## src/bsr_pkg.sv

```systemverilog
`timescale 1ns / 1ps
// ----------------------------------------------------------------------------
// bsr_pkg
// shared constants, types and helpers of the byte stream reassembler
// ----------------------------------------------------------------------------
package bsr_pkg;

  localparam int CAPACITY = 64;
  localparam int SLOT_W   = $clog2(CAPACITY);
  localparam int CNT_W    = $clog2(CAPACITY + 1);
  localparam int IDX_W    = 32;
  localparam int BYTE_W   = 8;

  typedef logic [SLOT_W-1:0] slot_t;
  typedef logic [CNT_W-1:0]  cnt_t;
  typedef logic [IDX_W-1:0]  idx_t;
  typedef logic [BYTE_W-1:0] byte_t;

  // request to the byte store
  typedef struct packed {
    logic  we;
    slot_t waddr;
    byte_t wdata;
    logic  re;
    slot_t raddr;
  } ram_req_t;

  // result status from the controller
  typedef struct packed {
    logic valid;
    logic byte_valid;
    logic run_last;
    cnt_t pending;
    logic ended;
  } res_ctl_t;

  // ring position base + off, off below CAPACITY
  function automatic slot_t ring_add(slot_t base, logic [SLOT_W:0] off);
    logic [SLOT_W:0] s;
    s = {1'b0, base} + off;
    if (s >= (SLOT_W + 1)'(CAPACITY)) begin
      s = s - (SLOT_W + 1)'(CAPACITY);
    end
    return s[SLOT_W-1:0];
  endfunction

endpackage

```

## src/bsr_if.sv

```systemverilog
`timescale 1ns / 1ps
// ----------------------------------------------------------------------------
// bsr_if
// valid/ready channels for segment words and result words
// ----------------------------------------------------------------------------
interface bsr_seg_if;
  logic           valid;
  logic           ready;
  bsr_pkg::idx_t  segment_start;
  bsr_pkg::idx_t  byte_index;
  bsr_pkg::byte_t data_byte;
  logic           has_byte;
  logic           eof;

  modport source (output valid, segment_start, byte_index, data_byte, has_byte, eof,
                  input ready);
  modport sink (input valid, segment_start, byte_index, data_byte, has_byte, eof,
                output ready);
endinterface

interface bsr_res_if;
  logic           valid;
  logic           ready;
  logic           byte_valid;
  bsr_pkg::byte_t out_byte;
  logic           run_last;
  bsr_pkg::cnt_t  pending_count;
  logic           stream_ended;

  modport source (output valid, byte_valid, out_byte, run_last, pending_count,
                  stream_ended, input ready);
  modport sink (input valid, byte_valid, out_byte, run_last, pending_count,
                stream_ended, output ready);
endinterface

```

## src/bsr_ram.sv

```systemverilog
`timescale 1ns / 1ps
// ----------------------------------------------------------------------------
// bsr_ram
// generic single write, single read ram with registered read data
// ----------------------------------------------------------------------------
module bsr_ram #(
  parameter int WIDTH = 8,
  parameter int DEPTH = 64
) (
  input  logic                     clk_i,
  input  logic                     we_i,
  input  logic [$clog2(DEPTH)-1:0] waddr_i,
  input  logic [WIDTH-1:0]         wdata_i,
  input  logic                     re_i,
  input  logic [$clog2(DEPTH)-1:0] raddr_i,
  output logic [WIDTH-1:0]         rdata_o
);

  logic [WIDTH-1:0] mem [DEPTH];
  logic [WIDTH-1:0] rdata_q;

  always_ff @(posedge clk_i) begin
    if (we_i) begin
      mem[waddr_i] <= wdata_i;
    end
    if (re_i) begin
      rdata_q <= mem[raddr_i];
    end
  end

  assign rdata_o = rdata_q;

endmodule

```

## src/bsr_ctrl.sv

```systemverilog
`timescale 1ns / 1ps
// ----------------------------------------------------------------------------
// bsr_ctrl
// window state, valid marks and the store/drain sequencer
// ----------------------------------------------------------------------------
module bsr_ctrl (
  input  logic              clk_i,
  input  logic              rst_ni,
  input  logic              in_valid_i,
  input  bsr_pkg::idx_t     segment_start_i,
  input  bsr_pkg::idx_t     byte_index_i,
  input  bsr_pkg::byte_t    data_byte_i,
  input  logic              has_byte_i,
  input  logic              eof_i,
  output logic              in_ready_o,
  input  logic              out_ready_i,
  output bsr_pkg::ram_req_t ram_req_o,
  output bsr_pkg::res_ctl_t res_o
);

  localparam logic [1:0] ST_IDLE = 2'd0;
  localparam logic [1:0] ST_READ = 2'd1;
  localparam logic [1:0] ST_EMIT = 2'd2;

  logic [1:0]                   state_q, state_d;
  logic [bsr_pkg::CAPACITY-1:0] valid_q, valid_d;
  bsr_pkg::idx_t                next_q, next_d;
  bsr_pkg::slot_t               head_q, head_d;
  bsr_pkg::cnt_t                pend_q, pend_d;
  logic                         eof_seen_q, eof_seen_d;
  logic                         ended_q, ended_d;
  logic                         bvalid_q, bvalid_d;
  logic                         last_q, last_d;

  bsr_pkg::idx_t  off;
  logic           in_win;
  bsr_pkg::slot_t slot;
  bsr_pkg::slot_t head_nxt;
  logic           in_acc;
  logic           eof_ok;
  logic           store;

  assign in_acc   = in_valid_i && (state_q == ST_IDLE);
  assign off      = byte_index_i - next_q;
  assign in_win   = off < bsr_pkg::IDX_W'(bsr_pkg::CAPACITY);
  assign slot     = bsr_pkg::ring_add(head_q, off[bsr_pkg::SLOT_W:0]);
  assign head_nxt = bsr_pkg::ring_add(head_q, (bsr_pkg::SLOT_W + 1)'(1));
  // eof window compare is done without wrap
  assign eof_ok   = eof_i && ({1'b0, segment_start_i} <
                    ({1'b0, next_q} + (bsr_pkg::IDX_W + 1)'(bsr_pkg::CAPACITY)));
  assign store    = in_acc && has_byte_i && in_win && !valid_q[slot];

  always_comb begin
    state_d    = state_q;
    valid_d    = valid_q;
    next_d     = next_q;
    head_d     = head_q;
    pend_d     = pend_q;
    eof_seen_d = eof_seen_q;
    bvalid_d   = bvalid_q;
    last_d     = last_q;
    ram_req_o  = '{we: store, waddr: slot, wdata: data_byte_i, re: 1'b0, raddr: head_q};
    case (state_q)
      ST_IDLE: begin
        if (in_acc) begin
          if (eof_ok) begin
            eof_seen_d = 1'b1;
          end
          if (store) begin
            valid_d[slot] = 1'b1;
            pend_d        = pend_q + bsr_pkg::CNT_W'(1);
          end
          state_d = ST_READ;
        end
      end
      ST_READ: begin
        if (valid_q[head_q]) begin
          ram_req_o.re    = 1'b1;
          valid_d[head_q] = 1'b0;
          head_d          = head_nxt;
          next_d          = next_q + bsr_pkg::IDX_W'(1);
          pend_d          = pend_q - bsr_pkg::CNT_W'(1);
          bvalid_d        = 1'b1;
          last_d          = !valid_q[head_nxt];
        end else begin
          // nothing to release: one status-only word
          bvalid_d = 1'b0;
          last_d   = 1'b1;
        end
        state_d = ST_EMIT;
      end
      ST_EMIT: begin
        if (out_ready_i) begin
          state_d = last_q ? ST_IDLE : ST_READ;
        end
      end
      default: state_d = ST_IDLE;
    endcase
    ended_d = ended_q | (eof_seen_d & (pend_d == '0));
  end

  always_ff @(posedge clk_i or negedge rst_ni) begin
    if (!rst_ni) begin
      state_q    <= ST_IDLE;
      valid_q    <= '0;
      next_q     <= '0;
      head_q     <= '0;
      pend_q     <= '0;
      eof_seen_q <= 1'b0;
      ended_q    <= 1'b0;
      bvalid_q   <= 1'b0;
      last_q     <= 1'b0;
    end else begin
      state_q    <= state_d;
      valid_q    <= valid_d;
      next_q     <= next_d;
      head_q     <= head_d;
      pend_q     <= pend_d;
      eof_seen_q <= eof_seen_d;
      ended_q    <= ended_d;
      bvalid_q   <= bvalid_d;
      last_q     <= last_d;
    end
  end

  assign in_ready_o = (state_q == ST_IDLE);
  assign res_o      = '{valid: (state_q == ST_EMIT), byte_valid: bvalid_q,
                        run_last: last_q, pending: pend_q, ended: ended_q};

endmodule

```

## src/byte_stream_reassembler.sv

```systemverilog
`timescale 1ns / 1ps
// ----------------------------------------------------------------------------
// byte_stream_reassembler
// out-of-order byte reassembly over a ring window with in-order release
// ----------------------------------------------------------------------------
// Each input word carries at most one stream byte with its absolute index.
// Bytes within CAPACITY of the next expected index are parked in a ring
// byte store (a registered-read ram) with a valid mark per slot; a byte
// already held is ignored, bytes outside the window are dropped. After every
// input word the contiguous run at the head is released in order, one result
// word per byte, the last one flagged run_last; when nothing is released a
// single status-only word (byte_valid low, run_last high) is sent instead.
// Sequence: one word is taken per pass. The accept cycle writes the store,
// then each result takes a store read state and an output state that holds
// until the sink is ready. The separate read state is due to the registered
// read of the store; no new word is taken before the last result is accepted.
// There is no clearing pass: valid marks reset at once in flip-flops.
module byte_stream_reassembler (
  input  logic  clk_i,
  input  logic  rst_ni,
  bsr_seg_if.sink   seg_i,
  bsr_res_if.source res_o
);

  bsr_pkg::ram_req_t ram_req;
  bsr_pkg::res_ctl_t res_ctl;
  bsr_pkg::byte_t    rdata;

  // sequencer, window state and valid marks
  bsr_ctrl u_ctrl (
    .clk_i           (clk_i),
    .rst_ni          (rst_ni),
    .in_valid_i      (seg_i.valid),
    .segment_start_i (seg_i.segment_start),
    .byte_index_i    (seg_i.byte_index),
    .data_byte_i     (seg_i.data_byte),
    .has_byte_i      (seg_i.has_byte),
    .eof_i           (seg_i.eof),
    .in_ready_o      (seg_i.ready),
    .out_ready_i     (res_o.ready),
    .ram_req_o       (ram_req),
    .res_o           (res_ctl)
  );

  // byte store, written on accept, read one slot per released byte
  bsr_ram #(
    .WIDTH (bsr_pkg::BYTE_W),
    .DEPTH (bsr_pkg::CAPACITY)
  ) u_store (
    .clk_i   (clk_i),
    .we_i    (ram_req.we),
    .waddr_i (ram_req.waddr),
    .wdata_i (ram_req.wdata),
    .re_i    (ram_req.re),
    .raddr_i (ram_req.raddr),
    .rdata_o (rdata)
  );

  // read data holds while the result word waits; status words carry zero
  assign res_o.valid         = res_ctl.valid;
  assign res_o.byte_valid    = res_ctl.byte_valid;
  assign res_o.out_byte      = res_ctl.byte_valid ? rdata : '0;
  assign res_o.run_last      = res_ctl.run_last;
  assign res_o.pending_count = res_ctl.pending;
  assign res_o.stream_ended  = res_ctl.ended;

endmodule

```

## src/flat_wrapper.sv

```systemverilog
// flat-port wrapper written by rule: the top's interface ports become plain ports
module byte_stream_reassembler_flat 
  (clk_i, rst_ni, seg_i_valid, seg_i_segment_start, seg_i_byte_index, seg_i_data_byte, seg_i_has_byte, seg_i_eof, seg_i_ready, res_o_valid, res_o_byte_valid, res_o_out_byte, res_o_run_last, res_o_pending_count, res_o_stream_ended, res_o_ready);
  bsr_seg_if seg_i_i ();
  bsr_res_if res_o_i ();
  input  logic clk_i;
  input  logic rst_ni;
  input wire logic [$bits(seg_i_i.valid)-1:0] seg_i_valid;
  input wire logic [$bits(seg_i_i.segment_start)-1:0] seg_i_segment_start;
  input wire logic [$bits(seg_i_i.byte_index)-1:0] seg_i_byte_index;
  input wire logic [$bits(seg_i_i.data_byte)-1:0] seg_i_data_byte;
  input wire logic [$bits(seg_i_i.has_byte)-1:0] seg_i_has_byte;
  input wire logic [$bits(seg_i_i.eof)-1:0] seg_i_eof;
  output wire logic [$bits(seg_i_i.ready)-1:0] seg_i_ready;
  output wire logic [$bits(res_o_i.valid)-1:0] res_o_valid;
  output wire logic [$bits(res_o_i.byte_valid)-1:0] res_o_byte_valid;
  output wire logic [$bits(res_o_i.out_byte)-1:0] res_o_out_byte;
  output wire logic [$bits(res_o_i.run_last)-1:0] res_o_run_last;
  output wire logic [$bits(res_o_i.pending_count)-1:0] res_o_pending_count;
  output wire logic [$bits(res_o_i.stream_ended)-1:0] res_o_stream_ended;
  input wire logic [$bits(res_o_i.ready)-1:0] res_o_ready;
  assign seg_i_i.valid = seg_i_valid;
  assign seg_i_i.segment_start = seg_i_segment_start;
  assign seg_i_i.byte_index = seg_i_byte_index;
  assign seg_i_i.data_byte = seg_i_data_byte;
  assign seg_i_i.has_byte = seg_i_has_byte;
  assign seg_i_i.eof = seg_i_eof;
  assign seg_i_ready = seg_i_i.ready;
  assign res_o_valid = res_o_i.valid;
  assign res_o_byte_valid = res_o_i.byte_valid;
  assign res_o_out_byte = res_o_i.out_byte;
  assign res_o_run_last = res_o_i.run_last;
  assign res_o_pending_count = res_o_i.pending_count;
  assign res_o_stream_ended = res_o_i.stream_ended;
  assign res_o_i.ready = res_o_ready;
  byte_stream_reassembler u_core (.clk_i(clk_i), .rst_ni(rst_ni), .seg_i(seg_i_i), .res_o(res_o_i));
endmodule
```

## config.mk

```make
export PLATFORM = sky130hd
export DESIGN_NAME = byte_stream_reassembler_flat
export DESIGN_NICKNAME = d
export VERILOG_FILES = /design/src/bsr_pkg.sv /design/src/bsr_if.sv /design/src/bsr_ram.sv /design/src/bsr_ctrl.sv /design/src/byte_stream_reassembler.sv /design/src/flat_wrapper.sv
export SDC_FILE = /design/constraint.sdc
export NUM_CORES = 1
export LEC_CHECK = 0
export BUFFER_PORTS_ARGS = -buffer_cell sky130_fd_sc_hd__buf_2
export CORE_MARGIN = 2
export CORE_UTILIZATION = 39
export DETAILED_ROUTE_END_ITERATION = 7
export PLACE_DENSITY = 0.63
export SYNTH_ARGS = -nofsm -noshare
export SYNTH_HDL_FRONTEND = slang
export SYNTH_SLANG_ARGS = --single-unit
```

## constraint.sdc

```tcl
create_clock -name clk_i -period 6.65 [get_ports clk_i]
set_input_delay 0.665 -clock clk_i [delete_from_list [all_inputs] [get_ports clk_i]]
set_output_delay 0.665 -clock clk_i [all_outputs]
set_load 0.1 [all_outputs]
```

==> results.md, run 1 <==
- Clock sink count: 635
- Post-synth EDFFs: 520
- RD Place Congestion: 0.951
- Hold Vio Cnt, Final: 0
- Cell Count, Final, Fillers Out: 3439
- Die width: 280 um
- Kind of critical path: flip-flop to flip-flop
- Final Max Slew Viols: 0
- Setup_tns: 0 ns
- WL final: 90.8 mm
- I/O pin count: 98
- Seq pwr share: 42.6%
- Slew Limit Headroom: 20.3%
- Combinational power share: 20.8%
- Post-Syn Instances: 2289
- GR Util All Layers: 22.9%
- GR Overflow Total: 0
- # setup viols final: 0
- Yosys reg bits: 635
- Pleak: 0.0115 uW
- Initial DRT Pass Iterations: 6
- Largest net degree at the start of global routing: 79
- Vias: 21500
- Initial Utilization: 39.3%
- WP data arrival: 6.67 ns
- Critical Path Max Stage Delay: 0.89 ns
- Routed WL per cell: 26.4 um
- Setup ws final: 0.510 ns
- Vias in the first global route: 21000
- Avg Inst Size Synth: 13.0 um^2
- Worst setup SP type: flip-flop
- Top cell type's share of synthesized area: 52.5%
- Switch share: 30.6%
- Site row count: 101
- Max FO, Critical Path: 13
- Crit-path cells: ha_1, fa_1, fa_1, buf_4, nor2_1, a221o_1, o21ai_0, o311ai_0, a2bb2oi_1, a31oi_1, or4_1, or3_1, buf_4, a2111oi_2, inv_1, o21ai_0
- Vias per Instance: 6.24
- Cts hold-fix bufs: 0
- H-tree depth: 3
- Slew @ Worst Pin: 1.20 ns
- CTS tree: done
- Minimum clock period after layout: 6.14 ns
- Slowest cell on crit path: fa_1
- Post_cts resized: 0
- Fillers: 6784
- Clock Root Buffer: clkbuf_16
- IO Port Bufs: 97
- Area grow syn2layout: 14.1%
- Antenna Nets Post-Route: 0
- Storage element area: 0.0185 mm^2
- Max frequency: 163 MHz
- Die Height: 280 um
- Clock Skew: 0.0333 ns
- Ys async rst share: 18.1%
- CTS clk-pin slew, worst paths: 0.06 ns
- Most used flip-flop cell after synthesis: edfxtp_1
- Placed cell count: 3316
- Register area share after synthesis: 62.2%
- Total number of yosys warnings: 0
- Area of the multi-input gates: 0.0104 mm^2
- Clock power frac: 36.6%
- Setup WS pre-CTS: 0.385 ns
- DP HPWL: 57.7 mm
- Count leader, synth: edfxtp_1
- Post-synth top cells: edfxtp_1 (520), a22oi_1 (180), a21oi_1 (154)
- Num CTS Buffers: 70
- Max-Cap Viols: 0
- # diodes: 0
- Pwr Density: 302 mW/mm^2
- Synthesized Nets: 2441
- Synth top area cells: edfxtp_1 (53%), dfrtp_1 (9.7%), a22oi_1 (4.5%)
- # DRC: 0
- Core area: 0.0757 mm^2
- First-pass GRT wire length: 135 mm
- CTS max path bufs: 3
- Fin util: 44.8%
- RSZ-0062 raised after global routing: no
- Outcome: finished clean
- Area leader, netlist: edfxtp_1
- Clock Latency Late Sink: 0.62 ns
- DR iter-0 viols: 2621
- Crit path required time: 7.18 ns
- Tcrit/Tclk final: 92.3%
- Cell-internal power: 7110 uW
- Cell Area, Synth: 0.0297 mm^2
- Nets: 2562
- P_sw: 3130 uW
- Share of cells above drive strength 1: 15.9%
- Setup Buffers After CTS: 0
- Crit. End Element: flip-flop
- Initial antenna violation count: 2
- Hold/Removal Path Class: primary input to async pin
- Die Area: 0.0785 mm^2
- PnR Total Power: 10200 uW
- Distinct cells, synth: 90
- Max VDD drop: 0.264 mV
[power groups by stage]
stage / combinational, uW / sequential [uW] / clock, uW
3_5_place_dp: 2090 / 4450 / 0
3_3_place_gp: 2070 / 4450 / 0
6_report: 2130 / 4370 / 3740
4_1_cts: 2090 / 4370 / 3800
5_1_grt: 2260 / 4370 / 3950
2_1_floorplan: 1260 / 4470 / 0
[final timing paths]
path | startpoint | end | slack [ns] | cells after the start
setup / recovery | u_core.u_ctrl.next_q[0]$_DFFE_PN0P_ | u_core.u_ctrl.valid_q[15]$_DFFE_PN0P_ | 0.51 | 16
hold / removal | rst_ni | u_core.u_ctrl.next_q[13]$_DFFE_PN0P_ | 0.03 | 1
setup reg to reg | u_core.u_ctrl.next_q[0]$_DFFE_PN0P_ | u_core.u_ctrl.valid_q[15]$_DFFE_PN0P_ | 0.51 | 16
hold reg to reg | u_core.u_ctrl.ended_q$_DFF_PN0_ | u_core.u_ctrl.ended_q$_DFF_PN0_ | 0.47 | 2
max in group asynchronous | rst_ni | u_core.u_ctrl.valid_q[62]$_DFFE_PN0P_ | 5.16 | 2
min in group clk_i | res_o_ready | u_core.u_ctrl.state_q[1]$_DFFE_PN0P_ | 0.29 | 2
[routing by layer]
layer  global-route usage (%)  routed length, um
met1                     31.6              37000
met2                     36.2              42600
met3                     5.30               8730
met4                     6.71               2400
met5                        0                 30
[cell families after synthesis]
kind of cell,synth area share (%)
xor+xnor,2.32
flops,62.2
buf+inv,2.90
compound gates,16.6
mux,3.58
simple gates,9.25
fa+ha+maj,3.16
[registers in the layout, summed over array words and instances (netlist names)]
name,cells
u_core.u_store.mem,512
u_core.u_ctrl.head_q,6
u_core.u_ctrl.ended_q,1
u_core.u_ctrl.next_q,32
u_core.u_ctrl.bvalid_q,1
u_core.u_ctrl.eof_seen_q,1
u_core.u_ctrl.last_q,1
u_core.u_ctrl.state_q,2
u_core.u_ctrl.valid_q,64
u_core.u_ctrl.pend_q,7
u_core.u_store.rdata_o,8
[placed cells by master (no fill, tap or decap), types with 12 or more instances in the layout]
cell,count
edfxtp_1,520
a22oi_1,180
a21oi_1,154
dfrtp_1,114
nand2_1,112
buf_4,107
buf_2,96
nor3_1,77
ha_1,72
clkbuf_16,71
o21ai_0,69
xnor2_1,68
nor2_1,61
inv_1,59
a31oi_1,53
a221oi_1,48
nand4_1,44
a22o_1,44
nand3_1,39
mux4_2,33
nor4_1,33
a21o_1,30
and3_1,27
and2_1,24
mux2i_1,21
nand2b_1,16
clkbuf_1,16
nor2b_1,13
o211ai_1,13
or3_1,13
clkinv_1,12
[critical path, delay by kind of cell (launching register included)]
kind / cells / cell delay (ns)
DFF: 1 / 0.46
buffers and inverters: 3 / 0.70
and+or+nand+nor: 3 / 1.35
AOI/OAI and AO/OA: 7 / 1.90
adders and majority gates: 3 / 1.64
[final cells by class]
type,count,area share (%)
timing repair buffer,207,4.02
multi-input combinational,1435,30.7
sequential,635,54.5
clock buffer,87,5.41
inverter,61,0.675
tap,978,3.61
clock inverter,36,1.05
[through the flow]
step	cell area (um^2)	hold slack (ns)
6_report	33900	0.0310
5_1_grt	33900	0.0563
4_1_cts	33900	0.0298
3_5_place_dp	31700	0.463
3_3_place_gp	31700	0.454
2_1_floorplan	29700	0.369
(Power assumes the default switching activity.)
==> run 2, diff against run 1 <==
--- a/config.mk
+++ b/config.mk
@@ -7,9 +7,10 @@
 export LEC_CHECK = 0
 export BUFFER_PORTS_ARGS = -buffer_cell sky130_fd_sc_hd__buf_2
 export CORE_MARGIN = 2
-export CORE_UTILIZATION = 39
+export CORE_UTILIZATION = 42
 export DETAILED_ROUTE_END_ITERATION = 7
-export PLACE_DENSITY = 0.63
+export PLACE_DENSITY = 0.67
 export SYNTH_ARGS = -nofsm -noshare
 export SYNTH_HDL_FRONTEND = slang
+export SYNTH_HIERARCHICAL = 1
 export SYNTH_SLANG_ARGS = --single-unit
==> run 2 against run 1 <==
Compared with the run above: hold slack better by 0.062 ns; utilization is 2.8 points higher; largest cell class unchanged; synthesized area is 2.6% higher.
==> results.md, run 2 <==
- Outcome: finished clean
- # setup viols final: 0 (unchanged)
- I/O pin count: 98 (unchanged)
- RSZ-0062 raised after global routing: yes
- Post-synth top cells: edfxtp_1 (520), o21ai_0 (171), mux4_2 (159)
- Ys async rst share: 18.1% (unchanged)
- Clock Latency Late Sink: 0.62 ns (about the same)
- Initial DRT Pass Iterations: 7 (+1)
- Die Height: 273 um (-2.4%)
- Kind of critical path: flip-flop to flip-flop
- WP data arrival: 6.72 ns (+0.05 ns)
- Max FO, Critical Path: 12 (-1)
- Antenna Nets Post-Route: 0 (unchanged)
- Post-Syn Instances: 2129 (-7.0%)
- H-tree depth: 3 (unchanged)
- # diodes: 0 (unchanged)
- Largest net degree at the start of global routing: 98 (+24%)
- DR iter-0 viols: 2057 (-22%)
- Max frequency: 154 MHz (-5.6%)
- Yosys reg bits: 635 (unchanged)
- Area grow syn2layout: 12.1%
- PnR Total Power: 14300 uW (+40%)
- Clock Skew: 0.0252 ns (-0.00812 ns)
- Pleak: 0.0112 uW (-3.2%)
- Vias: 19700 (-8.4%)
- DP HPWL: 52.2 mm (-9.4%)
- Cell Area, Synth: 0.0305 mm^2 (+2.6%)
- CTS tree: done
- # DRC: 0 (unchanged)
- Share of cells above drive strength 1: 20.4% (+4.5 points)
- Post_cts resized: 0 (unchanged)
- Max reg flops: 512 (unchanged)
- Met3 Track Usage GR: 3.96% (-1.3 points)
- First-pass GRT wire length: 121 mm (-10%)
- Distinct cells, synth: 93 (+3.3%)
- Most used flip-flop cell after synthesis: edfxtp_1
- Setup_tns: 0 ns (unchanged)
- Layer with the highest usage: met2
- Initial Utilization: 42.5% (+3.2 points)
- Count leader, synth: edfxtp_1
- Die Area: 0.0748 mm^2 (-4.7%)
- Site row count: 98 (-3.0%)
- Most frequent cells in the layout: edfxtp_1 (520), o21ai_0 (171), mux4_2 (159), nor2_1 (149), nand2_1 (142)
- Clock Root Buffer: clkbuf_16
- Crit. End Element: flip-flop
- Core area: 0.0717 mm^2 (-5.2%)
- Largest registers: u_core/u_store/mem x512, u_core/u_ctrl/valid_q x64, u_core/u_ctrl/next_q x32
- Flop2flop setup slack: 0.15 ns (-0.36 ns)
- Synthesized Nets: 2281 (-6.6%)
- RD Place Congestion: 0.921 (-3.2%)
- Vias per Instance: 6.09 (-2.4%)
- Area leader, netlist: edfxtp_1
- IO Port Bufs: 97 (unchanged)
- Fin util: 47.7% (+2.8 points)
- Hold/Removal Path Class: primary input to async pin
- Commonest non-fill, non-tap cell in the layout: edfxtp_1
- Design area: 0.0342 mm^2 (+0.77%)
- Max-Cap Viols: 0 (unchanged)
- Initial antenna violation count: 0 (-2)
- Register area share after synthesis: 60.6% (-1.6 points)
- GR Util All Layers: 21.3% (-1.6 points)
- Routed WL per cell: 24.7 um (-6.3%)
- Vias in the first global route: 19600 (-6.5%)
- Pwr Density: 419 mW/mm^2 (+39%)
- Synth top area cells: edfxtp_1 (51%), mux4_2 (12%), dfrtp_1 (9.4%)
- Placed cell areas: 0.0319 mm^2 (+0.53%)
- Clock sink count: 635 (unchanged)
- Post-synth EDFFs: 520 (unchanged)
- Nets: 2378 (-7.2%)
- Top reg by flops: u_core/u_store/mem
- Crit path required time: 6.87 ns (-0.31 ns)
- Avg Inst Size Synth: 14.3 um^2 (+10%)
- Minimum clock period after layout: 6.50 ns (+0.362 ns)
- Hold Vio Cnt, Final: 0 (unchanged)
- Slew @ Worst Pin: 1.12 ns (-0.0747 ns)
- Max VDD drop: 0.443 mV (+68%)
- Tcrit/Tclk final: 97.8% (+5.4 points)
- Total number of yosys warnings: 6 (+6)
- Die width: 273 um (-2.4%)
- Slew Limit Headroom: 23.3% (+3.0 points)
- WL final: 79.9 mm (-12%)
- Grt met2 use: 35.0% (-1.2 points)
- GR Overflow Total: 0 (unchanged)
- Num CTS Buffers: 66 (-5.7%)
- CTS clk-pin slew, worst paths: 0.06 ns (about the same)
- Final Max Slew Viols: 0 (unchanged)
- CTS max path bufs: 3 (unchanged)
- Met1 usage: 28.7% (-2.9 points)
- Top cell type's share of synthesized area: 51.2% (-1.3 points)
- Worst setup SP type: flip-flop
-- run 2: changes by cell type in the layout (fill, tap and decap cells not counted), moves of 24 or more --
cell | previous run | this run
a21oi_1 | 154 | 67
nand3_1 | 39 | 63
a221oi_1 | 48 | 7
nor3_1 | 77 | 24
nand2_1 | 112 | 142
a22o_1 | 44 | 0
a22oi_1 | 180 | 7
a31oi_1 | 53 | 9
nor2_1 | 61 | 149
o21ai_0 | 69 | 171
mux4_2 | 33 | 159
buf_4 | 107 | 40
-- run 2: kinds of logic after synthesis --
| logic type | synth area share [%] |
|---|---|
| adders and majority gates | 3.08 |
| DFF | 60.6 |
| AOI/OAI and AO/OA | 8.07 |
| buffers and inverters | 2.68 |
| and+or+nand+nor | 8.99 |
| xor gates and xnor gates | 2.73 |
| muxes | 13.8 |
-- run 2: area by class of cell --
class	count	area [um^2]
fill	6155	37500
sequential	635	18500
multi-input combinational	1333	11200
clock buffer	79	1760
tap	950	1190
timing repair buffer	137	801
clock inverter	40	524
inverter	53	201
-- run 2: final timing paths --
path                                                           from                                     to  cells after the start
worst max-delay path            u_core/u_ctrl/next_q[1]$_DFFE_PN0P_    u_core/u_store/mem[62][6]$_DFFE_PP_                     21
worst min-delay path                                         rst_ni  u_core/u_ctrl/valid_q[19]$_DFFE_PN0P_                      1
worst max register to register  u_core/u_ctrl/next_q[1]$_DFFE_PN0P_    u_core/u_store/mem[62][6]$_DFFE_PP_                     21
worst min register to register      u_core/u_ctrl/ended_q$_DFF_PN0_        u_core/u_ctrl/ended_q$_DFF_PN0_                      2
max in group asynchronous                                    rst_ni    u_core/u_ctrl/head_q[1]$_DFFE_PN0P_                      2
min in group clk_i                                      res_o_ready   u_core/u_ctrl/state_q[1]$_DFFE_PN0P_                      2
-- run 2: stage by stage --
stage	cells	worst slack, ns	hold WS, ns
floorplan	2129	1.34	0.369
global placement	3108	0.312	0.441
detailed placement	3108	0.113	0.457
CTS	3227	0.335	0.102
global route	3227	-0.0621	0.125
finish	3227	0.149	0.0928
-- run 2: where the power goes --
group,switching [uW],total (uW),internal (uW),leakage [uW]
sequential,141,4570,4430,0.00591
combinational,3790,5880,2090,0.00416
clock,1580,3860,2270,0.00110
total,5520,14300,8790,0.0112
-- run 2: layer usage --
metal,up-vias,part of all wire [%]
met5,-,0
met4,0,3.1
met3,172,8.7
met2,993,49
met1,10000,40
li1,8475,-
-- run 2: worst max-delay path, cell delays in order, from the launching register on --
cell and delay (ns):
dfrtp_1 0.42, inv_1 0.11, ha_1 0.28, or2b_1 0.25
nand2b_1 0.08, a21oi_1 0.08, xnor2_1 0.14, ha_1 0.42
o21ai_1 0.11, o21bai_1 0.15, a21oi_1 0.11, nor3_2 0.41
nor2_4 0.14, inv_4 0.15, a2111oi_2 0.10, or4b_1 0.57
nor4_2 0.32, nand4b_2 0.21, inv_1 0.27, nor2b_1 0.30
nand3_1 0.66, nor2_1 0.81
-- run 2: timing repair --
action	in CTS	in global routing
endpoints found under the setup margin	0	48
hold buffers	0	0
setup buffers	0	0
